`src/rtl/pidaw_pkg.sv`:
```
// ----------------------------------------------------------------------------
// pidaw_pkg
// Shared widths, codes and types of the PID controller with anti-windup.
// ----------------------------------------------------------------------------
package pidaw_pkg;

    localparam int DATA_W    = 16;
    localparam int ERR_W     = 17;
    localparam int DIFF_W    = 18;
    localparam int INTEG_W   = 48;
    localparam int MUL_A_W   = 48;
    localparam int MUL_B_W   = 17;
    localparam int DIV_N_W   = 48;
    localparam int DIV_D_W   = 16;
    localparam int SUM_W     = 50;
    localparam int ADDR_W    = 5;
    localparam int PDATA_W   = 32;

    localparam logic [DATA_W-1:0] DT_DEFAULT = 16'd655;   // about 0.01 s in Q0.16

    localparam logic OP_CLEAR = 1'b1;

    typedef enum logic [2:0] {
        REG_GAIN_P  = 3'd0,
        REG_GAIN_I  = 3'd1,
        REG_GAIN_D  = 3'd2,
        REG_OUT_MIN = 3'd3,
        REG_OUT_MAX = 3'd4
    } reg_addr_t;

    typedef enum logic [2:0] {
        ST_IDLE,
        ST_MUL_ED,
        ST_MUL_I,
        ST_DIV_I,
        ST_MUL_P,
        ST_MUL_D,
        ST_DIV_D,
        ST_DONE
    } seq_state_t;

    typedef struct packed {
        logic                     op;
        logic signed [DATA_W-1:0] setpoint;
        logic signed [DATA_W-1:0] measurement;
        logic        [DATA_W-1:0] step_time;
    } step_t;

    typedef struct packed {
        logic signed [DATA_W-1:0] drive;
        logic                     saturated;
    } result_t;

    typedef struct packed {
        logic busy;
        logic done;
    } unit_stat_t;

endpackage

```
`src/rtl/pidaw_mul.sv`:
```
// ----------------------------------------------------------------------------
// pidaw_mul
// Bit-serial signed shift-add multiplier, one multiplier bit per cycle.
// ----------------------------------------------------------------------------
module pidaw_mul #(
    parameter int AW = pidaw_pkg::MUL_A_W,
    parameter int BW = pidaw_pkg::MUL_B_W
) (
    input  logic                       clk,
    input  logic                       rst_n,
    input  logic                       start,
    input  logic signed [AW-1:0]       a,
    input  logic signed [BW-1:0]       b,
    output pidaw_pkg::unit_stat_t      stat,
    output logic signed [AW+BW-1:0]    prod
);

    localparam int PW   = AW + BW;
    localparam int CntW = $clog2(BW);

    logic signed [PW-1:0] acc_reg, acc_next;
    logic signed [PW-1:0] mcand_reg, mcand_next;
    logic        [BW-1:0] mplier_reg, mplier_next;
    logic      [CntW-1:0] cnt_reg, cnt_next;
    logic                 busy_reg, busy_next;
    logic                 done_reg, done_next;
    logic                 last;
    logic signed [PW-1:0] term;

    assign last = (cnt_reg == CntW'(BW - 1));
    assign term = mplier_reg[0] ? mcand_reg : '0;

    always_comb
    begin
        acc_next    = acc_reg;
        mcand_next  = mcand_reg;
        mplier_next = mplier_reg;
        cnt_next    = cnt_reg;
        busy_next   = busy_reg;
        done_next   = 1'b0;
        if (start)
        begin
            acc_next    = '0;
            mcand_next  = PW'(a);
            mplier_next = b;
            cnt_next    = '0;
            busy_next   = 1'b1;
        end
        else if (busy_reg)
        begin
            // top multiplier bit carries negative weight
            acc_next    = last ? (acc_reg - term) : (acc_reg + term);
            mcand_next  = mcand_reg <<< 1;
            mplier_next = mplier_reg >> 1;
            cnt_next    = cnt_reg + CntW'(1);
            if (last)
            begin
                busy_next = 1'b0;
                done_next = 1'b1;
            end
        end
    end

    always_ff @(posedge clk or negedge rst_n)
    begin
        if (!rst_n)
        begin
            busy_reg <= 1'b0;
            done_reg <= 1'b0;
            cnt_reg  <= '0;
        end
        else
        begin
            busy_reg <= busy_next;
            done_reg <= done_next;
            cnt_reg  <= cnt_next;
        end
    end

    always_ff @(posedge clk)
    begin
        acc_reg    <= acc_next;
        mcand_reg  <= mcand_next;
        mplier_reg <= mplier_next;
    end

    assign stat.busy = busy_reg;
    assign stat.done = done_reg;
    assign prod      = acc_reg;

endmodule

```
`src/rtl/pidaw_div.sv`:
```
// ----------------------------------------------------------------------------
// pidaw_div
// Bit-serial unsigned restoring divider, one quotient bit per cycle.
// ----------------------------------------------------------------------------
module pidaw_div #(
    parameter int NW = pidaw_pkg::DIV_N_W,
    parameter int DW = pidaw_pkg::DIV_D_W
) (
    input  logic                  clk,
    input  logic                  rst_n,
    input  logic                  start,
    input  logic [NW-1:0]         n,
    input  logic [DW-1:0]         d,
    output pidaw_pkg::unit_stat_t stat,
    output logic [NW-1:0]         q
);

    localparam int CntW = $clog2(NW);

    logic   [NW-1:0] q_reg, q_next;
    logic   [DW-1:0] rem_reg, rem_next;
    logic   [DW-1:0] d_reg, d_next;
    logic [CntW-1:0] cnt_reg, cnt_next;
    logic            busy_reg, busy_next;
    logic            done_reg, done_next;
    logic            last;
    logic     [DW:0] trial;
    logic     [DW:0] diff;
    logic            ge;

    assign last  = (cnt_reg == CntW'(NW - 1));
    assign trial = {rem_reg, q_reg[NW-1]};
    assign ge    = (trial >= {1'b0, d_reg});
    assign diff  = trial - {1'b0, d_reg};

    always_comb
    begin
        q_next    = q_reg;
        rem_next  = rem_reg;
        d_next    = d_reg;
        cnt_next  = cnt_reg;
        busy_next = busy_reg;
        done_next = 1'b0;
        if (start)
        begin
            q_next    = n;
            rem_next  = '0;
            d_next    = d;
            cnt_next  = '0;
            busy_next = 1'b1;
        end
        else if (busy_reg)
        begin
            rem_next = ge ? diff[DW-1:0] : trial[DW-1:0];
            q_next   = {q_reg[NW-2:0], ge};
            cnt_next = cnt_reg + CntW'(1);
            if (last)
            begin
                busy_next = 1'b0;
                done_next = 1'b1;
            end
        end
    end

    always_ff @(posedge clk or negedge rst_n)
    begin
        if (!rst_n)
        begin
            busy_reg <= 1'b0;
            done_reg <= 1'b0;
            cnt_reg  <= '0;
        end
        else
        begin
            busy_reg <= busy_next;
            done_reg <= done_next;
            cnt_reg  <= cnt_next;
        end
    end

    always_ff @(posedge clk)
    begin
        q_reg   <= q_next;
        rem_reg <= rem_next;
        d_reg   <= d_next;
    end

    assign stat.busy = busy_reg;
    assign stat.done = done_reg;
    assign q         = q_reg;

endmodule

```
`src/rtl/pid_controller_antiwindup.sv`:
```
// ----------------------------------------------------------------------------
// pid_controller_antiwindup
// PID step with saturating integrator, integral clamp and output clamp.
// ----------------------------------------------------------------------------
// Usage:
//   step channel (step_valid/step_stall/step) carries one control item: a
//   compute op with setpoint, measurement and dt, or a clear op.
//   result channel (result_valid/result_stall/result) returns one item per
//   step item: drive and the saturated flag. The user must write gains
//   and limits over the APB port while the block is idle (not enforced).
// Sequence:
//   A compute item runs four bit-serial multiplies (err*dt, ki*integrator,
//   kp*err, kd*diff) and one bit-serial division by dt. When the integral
//   term clamps with ki > 0 the integrator rewrite adds a second division
//   (limit by ki). A clear item runs neither a multiply nor a division.
//   One item is worked on at a time; step_stall is high while it is.
// Reset clears integrator, previous error, gains (0) and limits (full range).
// A held result stays on result while result_stall is high; the next item
// may be accepted meanwhile and waits at its end until the result is taken.
// ----------------------------------------------------------------------------
module pid_controller_antiwindup (
    input  logic                                 clk,
    input  logic                                 rst_n,
    input  logic                                 step_valid,
    output logic                                 step_stall,
    input  pidaw_pkg::step_t                     step,
    output logic                                 result_valid,
    input  logic                                 result_stall,
    output pidaw_pkg::result_t                   result,
    input  logic                                 psel,
    input  logic                                 penable,
    input  logic                                 pwrite,
    input  logic [pidaw_pkg::ADDR_W-1:0]         paddr,
    input  logic [pidaw_pkg::PDATA_W-1:0]        pwdata,
    output logic [pidaw_pkg::PDATA_W-1:0]        prdata,
    output logic                                 pready
);

    localparam int DataW  = pidaw_pkg::DATA_W;
    localparam int ErrW   = pidaw_pkg::ERR_W;
    localparam int DiffW  = pidaw_pkg::DIFF_W;
    localparam int IntegW = pidaw_pkg::INTEG_W;
    localparam int MulAW  = pidaw_pkg::MUL_A_W;
    localparam int MulBW  = pidaw_pkg::MUL_B_W;
    localparam int MulPW  = MulAW + MulBW;
    localparam int DivNW  = pidaw_pkg::DIV_N_W;
    localparam int DivDW  = pidaw_pkg::DIV_D_W;
    localparam int SumW   = pidaw_pkg::SUM_W;
    localparam int PdataW = pidaw_pkg::PDATA_W;

    localparam logic signed [IntegW-1:0] IntegMax = {1'b0, {(IntegW-1){1'b1}}};
    localparam logic signed [IntegW-1:0] IntegMin = {1'b1, {(IntegW-1){1'b0}}};

    // configuration
    logic signed [DataW-1:0] gain_p_reg, gain_i_reg, gain_d_reg;
    logic signed [DataW-1:0] out_min_reg, out_max_reg;
    logic                    cfg_wr;
    pidaw_pkg::reg_addr_t    cfg_addr;

    // sequencer and datapath
    pidaw_pkg::seq_state_t    state_reg, state_next;
    logic signed [ErrW-1:0]   err_reg, err_next;
    logic        [DataW-1:0]  dt_reg, dt_next;
    logic signed [IntegW-1:0] integ_reg, integ_next;
    logic signed [ErrW-1:0]   last_err_reg, last_err_next;
    logic signed [SumW-1:0]   sum_reg, sum_next;
    logic                     quo_neg_reg, quo_neg_next;
    logic                     clr_reg, clr_next;
    pidaw_pkg::result_t       result_reg, result_next;
    logic                     result_valid_reg, result_valid_next;

    // arithmetic units
    logic                     mul_start;
    logic signed [MulAW-1:0]  mul_a;
    logic signed [MulBW-1:0]  mul_b;
    logic signed [MulPW-1:0]  mul_prod;
    pidaw_pkg::unit_stat_t    mul_stat;
    logic                     div_start;
    logic        [DivNW-1:0]  div_n;
    logic        [DivDW-1:0]  div_d;
    logic        [DivNW-1:0]  div_q;
    pidaw_pkg::unit_stat_t    div_stat;

    // combinational helpers
    logic signed [ErrW-1:0]   step_err;
    logic        [DataW-1:0]  step_dt;
    logic signed [IntegW:0]   integ_sum;
    logic signed [IntegW-1:0] integ_sat;
    logic signed [MulPW-1:0]  i_hi_lim, i_lo_lim;
    logic                     i_hi, i_lo;
    logic signed [DataW-1:0]  i_lim;
    logic        [DataW-1:0]  i_lim_abs;
    logic                     gain_i_pos;
    logic signed [DiffW-1:0]  diff;
    logic signed [MulPW-1:0]  pd_abs;
    logic signed [SumW-1:0]   d8;
    logic signed [SumW-1:0]   max256, min256, s1, s2;
    logic                     sum_hi, sum_lo;

    pidaw_mul #(
        .AW (MulAW),
        .BW (MulBW)
    ) u_mul (
        .clk   (clk),
        .rst_n (rst_n),
        .start (mul_start),
        .a     (mul_a),
        .b     (mul_b),
        .stat  (mul_stat),
        .prod  (mul_prod)
    );

    pidaw_div #(
        .NW (DivNW),
        .DW (DivDW)
    ) u_div (
        .clk   (clk),
        .rst_n (rst_n),
        .start (div_start),
        .n     (div_n),
        .d     (div_d),
        .stat  (div_stat),
        .q     (div_q)
    );

    // ------------------------------------------------------------------
    // APB registers
    // ------------------------------------------------------------------
    assign pready   = 1'b1;
    assign cfg_wr   = psel && penable && pwrite;
    assign cfg_addr = pidaw_pkg::reg_addr_t'(paddr[4:2]);

    always_ff @(posedge clk or negedge rst_n)
    begin
        if (!rst_n)
        begin
            gain_p_reg  <= '0;
            gain_i_reg  <= '0;
            gain_d_reg  <= '0;
            out_min_reg <= {1'b1, {(DataW-1){1'b0}}};
            out_max_reg <= {1'b0, {(DataW-1){1'b1}}};
        end
        else if (cfg_wr)
        begin
            unique case (cfg_addr)
                pidaw_pkg::REG_GAIN_P:  gain_p_reg  <= pwdata[DataW-1:0];
                pidaw_pkg::REG_GAIN_I:  gain_i_reg  <= pwdata[DataW-1:0];
                pidaw_pkg::REG_GAIN_D:  gain_d_reg  <= pwdata[DataW-1:0];
                pidaw_pkg::REG_OUT_MIN: out_min_reg <= pwdata[DataW-1:0];
                pidaw_pkg::REG_OUT_MAX: out_max_reg <= pwdata[DataW-1:0];
                default: ;
            endcase
        end
    end

    always_comb
    begin
        unique case (cfg_addr)
            pidaw_pkg::REG_GAIN_P:  prdata = PdataW'(gain_p_reg);
            pidaw_pkg::REG_GAIN_I:  prdata = PdataW'(gain_i_reg);
            pidaw_pkg::REG_GAIN_D:  prdata = PdataW'(gain_d_reg);
            pidaw_pkg::REG_OUT_MIN: prdata = PdataW'(out_min_reg);
            pidaw_pkg::REG_OUT_MAX: prdata = PdataW'(out_max_reg);
            default:                prdata = '0;
        endcase
    end

    // ------------------------------------------------------------------
    // datapath helpers
    // ------------------------------------------------------------------
    assign step_err = ErrW'(step.setpoint) - ErrW'(step.measurement);
    assign step_dt  = (step.step_time == '0) ? pidaw_pkg::DT_DEFAULT : step.step_time;

    // integrator += err*dt, saturating
    assign integ_sum = (IntegW+1)'(integ_reg) + (IntegW+1)'(mul_prod);
    assign integ_sat = (integ_sum[IntegW] != integ_sum[IntegW-1])
                     ? (integ_sum[IntegW] ? IntegMin : IntegMax)
                     : integ_sum[IntegW-1:0];

    // integral term clamp in Q.24; upper limit checked first
    assign i_hi_lim   = MulPW'($signed({out_max_reg, 24'd0}));
    assign i_lo_lim   = MulPW'($signed({out_min_reg, 24'd0}));
    assign i_hi       = (mul_prod > i_hi_lim);
    assign i_lo       = (mul_prod < i_lo_lim);
    assign i_lim      = i_hi ? out_max_reg : out_min_reg;
    assign i_lim_abs  = i_lim[DataW-1] ? (~i_lim + DataW'(1)) : i_lim;
    assign gain_i_pos = !gain_i_reg[DataW-1] && (gain_i_reg != '0);

    assign diff   = DiffW'(err_reg) - DiffW'(last_err_reg);
    assign pd_abs = mul_prod[MulPW-1] ? -mul_prod : mul_prod;

    always_comb
    begin
        d8 = $signed({{(SumW-DivNW){1'b0}}, div_q});
        if (quo_neg_reg)
        begin
            d8 = -d8;
        end
    end

    // output clamp in Q.8; lower limit wins when limits cross
    assign max256 = SumW'($signed({out_max_reg, 8'd0}));
    assign min256 = SumW'($signed({out_min_reg, 8'd0}));
    assign sum_hi = (sum_reg > max256);
    assign s1     = sum_hi ? max256 : sum_reg;
    assign sum_lo = (s1 < min256);
    assign s2     = sum_lo ? min256 : s1;

    // ------------------------------------------------------------------
    // sequencer
    // ------------------------------------------------------------------
    always_comb
    begin
        state_next        = state_reg;
        err_next          = err_reg;
        dt_next           = dt_reg;
        integ_next        = integ_reg;
        last_err_next     = last_err_reg;
        sum_next          = sum_reg;
        quo_neg_next      = quo_neg_reg;
        clr_next          = clr_reg;
        result_next       = result_reg;
        result_valid_next = result_valid_reg && result_stall;
        mul_start         = 1'b0;
        mul_a             = '0;
        mul_b             = '0;
        div_start         = 1'b0;
        div_n             = '0;
        div_d             = '0;

        unique case (state_reg)
            pidaw_pkg::ST_IDLE:
            begin
                if (step_valid)
                begin
                    if (step.op == pidaw_pkg::OP_CLEAR)
                    begin
                        integ_next    = '0;
                        last_err_next = '0;
                        clr_next      = 1'b1;
                        state_next    = pidaw_pkg::ST_DONE;
                    end
                    else
                    begin
                        err_next   = step_err;
                        dt_next    = step_dt;
                        clr_next   = 1'b0;
                        mul_start  = 1'b1;
                        mul_a      = MulAW'(step_err);
                        mul_b      = {1'b0, step_dt};
                        state_next = pidaw_pkg::ST_MUL_ED;
                    end
                end
            end

            pidaw_pkg::ST_MUL_ED:
            begin
                if (mul_stat.done)
                begin
                    integ_next = integ_sat;
                    mul_start  = 1'b1;
                    mul_a      = integ_sat;
                    mul_b      = MulBW'(gain_i_reg);
                    state_next = pidaw_pkg::ST_MUL_I;
                end
            end

            pidaw_pkg::ST_MUL_I:
            begin
                if (mul_stat.done)
                begin
                    if (i_hi || i_lo)
                    begin
                        sum_next = SumW'($signed({i_lim, 8'd0}));
                        if (gain_i_pos)
                        begin
                            quo_neg_next = i_lim[DataW-1];
                            div_start    = 1'b1;
                            div_n        = {{(DivNW-DataW-24){1'b0}}, i_lim_abs, 24'd0};
                            div_d        = gain_i_reg;
                            state_next   = pidaw_pkg::ST_DIV_I;
                        end
                        else
                        begin
                            integ_next = IntegW'($signed({i_lim, 16'd0}));
                            mul_start  = 1'b1;
                            mul_a      = MulAW'(err_reg);
                            mul_b      = MulBW'(gain_p_reg);
                            state_next = pidaw_pkg::ST_MUL_P;
                        end
                    end
                    else
                    begin
                        sum_next   = SumW'($signed(mul_prod[39:16]));
                        mul_start  = 1'b1;
                        mul_a      = MulAW'(err_reg);
                        mul_b      = MulBW'(gain_p_reg);
                        state_next = pidaw_pkg::ST_MUL_P;
                    end
                end
            end

            pidaw_pkg::ST_DIV_I:
            begin
                if (div_stat.done)
                begin
                    integ_next = quo_neg_reg ? IntegW'(-div_q) : IntegW'(div_q);
                    mul_start  = 1'b1;
                    mul_a      = MulAW'(err_reg);
                    mul_b      = MulBW'(gain_p_reg);
                    state_next = pidaw_pkg::ST_MUL_P;
                end
            end

            pidaw_pkg::ST_MUL_P:
            begin
                if (mul_stat.done)
                begin
                    sum_next   = sum_reg + SumW'($signed(mul_prod[32:0]));
                    mul_start  = 1'b1;
                    mul_a      = MulAW'(diff);
                    mul_b      = MulBW'(gain_d_reg);
                    state_next = pidaw_pkg::ST_MUL_D;
                end
            end

            pidaw_pkg::ST_MUL_D:
            begin
                if (mul_stat.done)
                begin
                    last_err_next = err_reg;
                    quo_neg_next  = mul_prod[MulPW-1];
                    div_start     = 1'b1;
                    div_n         = {pd_abs[31:0], 16'd0};
                    div_d         = dt_reg;
                    state_next    = pidaw_pkg::ST_DIV_D;
                end
            end

            pidaw_pkg::ST_DIV_D:
            begin
                if (div_stat.done)
                begin
                    sum_next   = sum_reg + d8;
                    state_next = pidaw_pkg::ST_DONE;
                end
            end

            pidaw_pkg::ST_DONE:
            begin
                if (!result_valid_reg || !result_stall)
                begin
                    if (clr_reg)
                    begin
                        result_next.drive     = '0;
                        result_next.saturated = 1'b0;
                    end
                    else
                    begin
                        result_next.drive     = s2[23:8];
                        result_next.saturated = sum_hi || sum_lo;
                    end
                    result_valid_next = 1'b1;
                    state_next        = pidaw_pkg::ST_IDLE;
                end
            end

            default:
            begin
                state_next = pidaw_pkg::ST_IDLE;
            end
        endcase
    end

    always_ff @(posedge clk or negedge rst_n)
    begin
        if (!rst_n)
        begin
            state_reg        <= pidaw_pkg::ST_IDLE;
            integ_reg        <= '0;
            last_err_reg     <= '0;
            result_valid_reg <= 1'b0;
            clr_reg          <= 1'b0;
        end
        else
        begin
            state_reg        <= state_next;
            integ_reg        <= integ_next;
            last_err_reg     <= last_err_next;
            result_valid_reg <= result_valid_next;
            clr_reg          <= clr_next;
        end
    end

    always_ff @(posedge clk)
    begin
        err_reg     <= err_next;
        dt_reg      <= dt_next;
        sum_reg     <= sum_next;
        quo_neg_reg <= quo_neg_next;
        result_reg  <= result_next;
    end

    assign step_stall   = (state_reg != pidaw_pkg::ST_IDLE);
    assign result_valid = result_valid_reg;
    assign result       = result_reg;

    // ------------------------------------------------------------------
    // assertions
    // ------------------------------------------------------------------
    a_mul_start_idle: assert property (@(posedge clk) disable iff (!rst_n)
        mul_start |-> !mul_stat.busy)
        else $error("multiplier started while busy");

    a_div_start_idle: assert property (@(posedge clk) disable iff (!rst_n)
        div_start |-> !div_stat.busy)
        else $error("divider started while busy");

    a_clear_state: assert property (@(posedge clk) disable iff (!rst_n)
        (step_valid && !step_stall && step.op == pidaw_pkg::OP_CLEAR)
        |=> (integ_reg == '0 && last_err_reg == '0))
        else $error("clear item did not zero integrator and previous error");

    a_integ_hold: assert property (@(posedge clk) disable iff (!rst_n)
        (state_reg == pidaw_pkg::ST_IDLE && !step_valid) |=> $stable(integ_reg))
        else $error("integrator changed with no item in progress");

    a_sat_at_limit: assert property (@(posedge clk) disable iff (!rst_n)
        (result_valid && result.saturated)
        |-> (result.drive == out_min_reg || result.drive == out_max_reg))
        else $error("saturated drive is not at a limit");

endmodule
```
`config.mk`:
```
export PLATFORM = sky130hd
export DESIGN_NAME = pid_controller_antiwindup
export DESIGN_NICKNAME = d
export VERILOG_FILES = /design/src/rtl/pidaw_pkg.sv /design/src/rtl/pidaw_mul.sv /design/src/rtl/pidaw_div.sv /design/src/rtl/pid_controller_antiwindup.sv
export SDC_FILE = /design/constraint.sdc
export NUM_CORES = 2
export LEC_CHECK = 0
export BUFFER_PORTS_ARGS = -buffer_cell sky130_fd_sc_hd__buf_2
export CAP_MARGIN = 0
export CORE_ASPECT_RATIO = 1.5
export CORE_MARGIN = 5
export CORE_UTILIZATION = 45
export CTS_BUF_LIST = sky130_fd_sc_hd__clkbuf_2 sky130_fd_sc_hd__clkbuf_4 sky130_fd_sc_hd__clkbuf_8
export DETAILED_ROUTE_END_ITERATION = 7
export GPL_TIMING_DRIVEN = 0
export SYNTH_ARGS = -nofsm -noshare
export SYNTH_HDL_FRONTEND = slang
export SYNTH_SLANG_ARGS = --single-unit
```
`constraint.sdc`:
```
create_clock -name clk -period 9.9 [get_ports clk]
set_input_delay 1.98 -clock clk [delete_from_list [all_inputs] [get_ports clk]]
set_output_delay 1.98 -clock clk [all_outputs]
set_load 0.01 [all_outputs]
```
# == Word level (Yosys, flattened, before mapping) ==
# Index checks and enable logic that the tools add are counted.
# classes
reduce_logical,35
n_mul,0
order_cmp,5
shifts,0
muxes,113
bitwise,2
addsub,14
n_eq_ne,26
div,0
# op_table
cell,count
48-bit 2-to-1 mux,21
50-bit 2-to-1 mux,6
65-bit 2-to-1 mux,4
48-bit one-hot mux with 5 select lines,1
48-bit one-hot mux with 4 select lines,1
17-bit 2-to-1 mux,11
16-bit 2-to-1 mux,10
32-bit one-hot mux with 5 select lines,1
50-bit one-hot mux with 3 select lines,1
40-bit 2-to-1 mux,3
48-bit one-hot mux with 2 select lines,1
17-bit one-hot mux with 5 select lines,1
65-bit adder,1
65-bit by 40-bit > comparator with 1-bit output,1
65-bit by 40-bit less-than comparator with 1-bit output,1
65-bit subtractor,1
50-bit by 33-bit adder with 50-bit output,1
50-bit adder,1
50-bit by 24-bit > comparator with 1-bit output,1
50-bit by 24-bit less-than comparator with 1-bit output,1
48-bit negation with 50-bit output,1
48-bit by 49-bit adder with 49-bit output,1
48-bit negation,1
17-bit one-hot mux with 2 select lines,1
other kinds (43),122
# word_totals
romBits,0
n_memories,0
ramBits,0
latchBits,0
regBits,493
word_cells,223

# == Depth between registers and ports, before layout ==
# logic_depth
word_depth,10
mapped_depth,26
depth_no_buf,22

# == Cells and area by module ==
# From an unflattened synthesis, not the netlist that was laid out.
# unflattened
cells_unflattened,4864
hier_area_um2,42051.6
# by_module_without_submodules
mod,n_inst,cells_per_inst,area_each_um2,seq_area_each_um2
pid_controller_antiwindup,1,3129,25988.7,6806.5
pidaw_mul,1,1345,11462.2,3938.8
pidaw_div,1,390,4600.7,2442.3

# == Least setup slack after synthesis ==
# Ideal clock, no wire load.
# synth_path
kind,reg2reg
start,register out_max_reg[15]
end,"register result_reg, in the netlist result[16], data pin"
period_less_slack_ns,6.426
setup_slack_ns,3.474
path_stages_with_launch,25
t_required_ns,9.579
setup_time_ns,0.321
t_arrival_ns,6.105
cell_sequence,dfrtp_1 inv_1 ha_1 nand4_1 nor4_1 a211oi_1 o32a_1 o2111a_1 nor2_1 clkbuf_1 nand2_1 clkbuf_1 o21ai_0 ha_1 a21o_1 a21o_1 a21o_1 a21o_1 a21oi_1 nor2_1 a211oi_1 nor3_1 o32ai_1 clkbuf_1 a211oi_1
# synth_via
elab_chain_len,4
# synth_lines
item,line,rtl
start: declaration,pid_controller_antiwindup.sv:56,"logic signed [DataW-1:0] out_min_reg, out_max_reg;"
start signal: assignment,pid_controller_antiwindup.sv:141,"out_max_reg <= {1'b0, {(DataW-1){1'b1}}};"
start signal: assignment,pid_controller_antiwindup.sv:150,pidaw_pkg::REG_OUT_MAX: out_max_reg <= pwdata[DataW-1:0];
50-bit by 24-bit > comparator with 1-bit output,pid_controller_antiwindup.sv:204,assign sum_hi = (sum_reg > max256);
50-bit 2-to-1 mux (*),pid_controller_antiwindup.sv:205,assign s1 = sum_hi ? max256 : sum_reg;
50-bit by 24-bit less-than comparator with 1-bit output,pid_controller_antiwindup.sv:206,assign sum_lo = (s1 < min256);
24-bit 2-to-1 mux (*),pid_controller_antiwindup.sv:207,assign s2 = sum_lo ? min256 : s1;
end signal: assignment,pid_controller_antiwindup.sv:401,result_reg <= result_next;
end: declaration,pid_controller_antiwindup.sv:69,"pidaw_pkg::result_t result_reg, result_next;"
# Every way passes the cells marked *; elsewhere a longest branch is shown, timed or not.
# A chain may end at the register's enable or synchronous reset.

# == Worst setup path in the final report ==
# layout_path
start,register u_mul.mplier_reg[0]
end,register u_mul.acc_reg[62] (netlist: u_mul.prod[62])
# layout_via
elab_chain_len,3
# layout_lines
item,line,rtl
start: declaration,pidaw_mul.sv:23,"logic [BW-1:0] mplier_reg, mplier_next;"
start signal: assignment,pidaw_mul.sv:84,mplier_reg <= mplier_next;
65-bit 2-to-1 mux (*),pidaw_mul.sv:31,assign term = mplier_reg[0] ? mcand_reg : '0;
65-bit adder / 65-bit subtractor (equally long branches),pidaw_mul.sv:52,acc_next = last ? (acc_reg - term) : (acc_reg + term);
65-bit 2-to-1 mux (*),pidaw_mul.sv:52,
end signal: assignment,pidaw_mul.sv:82,acc_reg <= acc_next;
end: declaration,pidaw_mul.sv:21,"logic signed [PW-1:0] acc_reg, acc_next;"
# Marked as above.

==> summary.txt <==
Synth
  – Synthesized area per cell: between 8 and 9 sq um
  – Library cells used by synthesis: 90
  – Main area contributors after synthesis: edfxtp_1 (18%), ha_1 (12%), dfrtp_1 (9.2%), o21ai_0 (4.8%), a21oi_1 (4.5%)
  – Yosys top cell by area: edfxtp_1
  – Largest family of logic cells by synthesized area: compound AO/OA/AOI/OAI gates
  – Xor/xnor share of the synthesized area: 0.0665
  – Mux cell area share after synthesis: 0.0472
  – Mapped Area: 0.0405 sq mm
  – Async S/R FF share, synth: 0.335
  – Compound-gate portion of the synthesized area: 0.248
  – Top-area cell type share of the netlist area: 0.183
  – EDFF count, synth: 247
  – Synth Warn #: 0
  – FF+latch count, synth: 493
  – Fraction of the mapped netlist area in simple logic gates: 0.147
  – Main synth FF type: edfxtp_1
  – Post-synthesis sequential area ratio: 0.325
  – Syn nets: approximately 5000
  – Post-Synth Adder-Cell Area: 0.121
  – Mapped Cells: about 4600

Finish
  – Register Area: roughly 0.013 sq mm
  – Nets: 5334
  – Multi-input logic area: 0.0256 sq mm
  – Fillers: 8849
  – Area grow syn2layout: 10.2%
  – Layout cells sized above 1: 0.105

Worst setup path
  – Critical path endpoint category: flip-flop
  – Worst EP required: 10.60 ns
  – Reg2reg end: u_mul.prod[62]
  – Worst setup path class: reg -> reg
  – R2R Path Start: u_mul.mplier_reg[0]
  – CP Max Fanout: 10
  – Worst setup SP type: flip-flop
  – Setup slack, reg-to-reg: between 1 and 1.5 ns
  – CP arrival: around 9.4 ns
  – Worst reg2reg path depth: 22

Worst hold path
  – Hold Path End: u_div.rem_reg[15]
  – Hold Crit Class: reg -> reg
  – Hold depth: 2
  – HP Start: u_div.rem_reg[15]

Timing
  – Final Max Tran Viols: 0
  – Period utilization: 0.883
  – Setup TNS: 0 ns
  – Clock Skews: 0.0425 ns
  – # setup viols final: 0
  – Worst-Margin Slew: 1.41 ns
  – Achievable Freq: about 110 MHz
  – Clock period minus final worst setup slack: 8.74 ns
  – RSZ-0062 raised after global routing: false
  – Worst setup margin: around 1.2 ns
  – Hold Fails Final Rpt: 0
  – Relative slew slack: 0.0608

Clocking
  – Cts hold-fix bufs: 0
  – H-tree depth: 3
  – TritonCTS clock tree: yes
  – Root Buffer: clkbuf_8
  – # resized after CTS: 0
  – Setup bufs post-CTS: 0
  – Clock Path Buffers: 3
  – Worst skew pair latency: between 0.8 and 0.9 ns
  – Clock slew at reported path FFs: 0.07 ns
  – CTS buffer count: 86
  – CTS sink cnt: 493

Detailed routing
  – Drt via density: approximately 6.3
  – # DRC: 0
  – DR WL/cell: 25.8 um
  – Post-route ant nets: 0
  – Drt first-iter violations: around 3600
  – DR pass1 iterations: 6
  – Post-Route WL: 157000 um
  – Vias: 38500

GRT
  – Gr ovfl total: 0
  – GRT Total Usage: 0.316
  – Largest net degree at the start of global routing: between 90 and 100
  – Initial antenna violation count: 2
  – Vias in the first global route: 37600
  – First-pass GRT wire length: 231000 um

Placed design
  – Placed wire-length estimate: about 120000 um
  – Port buffer count: 124
  – Pre-CTS WS: 1.61 ns
  – GPL Wtd Cong: 1.02

Power
  – Leak: 0.0190 uW
  – P per Cell Area: between 400 and 500 mW/mm^2
  – Worst VDD drop: 0.257 mV

Outcome
  – Status: finished, final reports clean

Die
  – Area of the die: approximately 0.096 sq mm
  – Die width: 255 um
  – Core area: 0.0899 sq mm
  – Rows: around 140
  – Initial Util: 0.451
  – IO Pins: 145
  – Die height: between 300 and 400 um

Run
  – Maxcap violations: 0
-- routing by layer --
layer | vias to the layer above | global-route usage | wire length [um] | share of wire
met5 | - | 0 | 0 | 0
met4 | 0 | 0.261 | 16300 | 0.10
met3 | 561 | 0.0483 | 9880 | 0.063
met2 | 1615 | 0.529 | 74300 | 0.47
met1 | 18500 | 0.351 | 56600 | 0.36
li1 | 17800 | - | - | -
-- synth_stat cells, drive strengths merged (63+ instances only) --
master and n:
a21o 135, a21oi 364, a22oi 65, a31oi 65, clkbuf 186, dfrtp 149
dfxtp 81, edfxtp 247, ha 381, inv 195, mux2 113, mux2i 64
nand2 461, nand3 101, nor2 285, nor3 69, o211ai 67, o21ai 405
o31ai 63, xnor2 153, xor2 155
-- how the worst max path moves through the flow --
stage / startpoint / end / slack (ns) / cells after the start
3_3_place_gp: out_max_reg[15] / u_mul.mplier_reg[8] / 1.18 / 13
2_1_floorplan: out_max_reg[15] / result[16] / 3.47 / 24
6_report: u_mul.mplier_reg[0] / u_mul.prod[62] / 1.16 / 22
5_1_grt: u_mul.mplier_reg[0] / u_mul.prod[62] / 0.87 / 22
4_1_cts: u_mul.mplier_reg[0] / u_mul.prod[62] / 1.59 / 22
3_5_place_dp: u_mul.mplier_reg[0] / u_mul.prod[62] / 1.61 / 22
-- worst max-delay path, cell delays in order, from the launching register on --
cell and delay, ns:
edfxtp_1 0.32, clkbuf_1 0.49, clkbuf_1 0.57, clkbuf_1 0.54, buf_1 0.66, nand2_1 0.17, ha_1 0.39, o21ai_1 0.63
clkbuf_1 0.56, o211ai_1 0.21, ha_1 0.32, clkbuf_1 0.27, and4_1 0.29, and2_1 0.20, nand2_1 0.07, a311oi_1 0.35
o21ai_0 0.30, o21ai_1 0.38, a21oi_1 0.35, o41ai_1 0.86, o2111ai_1 0.23, and3b_1 0.24, o31ai_1 0.22
-- placed cells by master (no fill, tap or decap), types with 40 or more instances in the layout --
cell,n
nand2_1,460
ha_1,381
dfxtp_1,81
nand3_1,101
xor2_1,155
o21ai_0,387
a211oi_1,53
mux2i_1,64
clkbuf_1,185
inv_1,192
mux2_2,113
clkbuf_8,93
a21o_1,135
nand4_1,62
a31oi_1,65
dfrtp_1,149
o31ai_1,63
buf_2,149
a22oi_1,65
nand2b_1,46
xnor2_1,153
nor2_1,283
a21oi_1,363
o22ai_1,40
nor3_1,69
and3_1,45
o211ai_1,66
edfxtp_1,247
-- final cells by class --
| cell class | instances | area share |
|---|---|---|
| timing repair buffer | 133 | 0.0181 |
| tap | 1164 | 0.0326 |
| clock inverter | 37 | 0.00759 |
| buffer | 248 | 0.0239 |
| sequential | 493 | 0.295 |
| clock buffer | 122 | 0.0335 |
| multi-input combinational | 3697 | 0.573 |
| antenna | 2 | 0.000112 |
| inverter | 195 | 0.0164 |
-- cell families (layout without fill, tap and decap cells) --
family / after synthesis / count (layout)
AO/OA/AOI/OAI: 1559 / 1559
XOR/XNOR: 308 / 308
adder cells (fa/ha/maj): 390 / 390
buffers and inverters: 443 / 735
flip-flops: 493 / 493
multiplexers: 177 / 177
other: 1 / 3
AND/OR/NAND/NOR: 1262 / 1262
-- stage by stage --
step	power, uW	instance area (sq um)	cells	hold slack, ns	util
6_report	18600	44700	6091	0.460	0.497
2_1_floorplan	12600	40500	4633	0.432	-
4_1_cts	18400	44700	6089	0.459	0.497
3_3_place_gp	16100	42600	5921	0.445	0.474
5_1_grt	20000	44700	6091	0.485	0.497
3_5_place_dp	16300	42800	5930	0.450	0.477
-- power breakdown --
part / internal (uW) / switching, uW / leakage (uW)
Sequential: 3180 / 1240 / 0.00510
Combinational: 4620 / 7470 / 0.0130
Clock: 1120 / 978 / 0.000981
Total: 8920 / 9690 / 0.0190
Note: power is estimated with default switching activity, not from simulation.
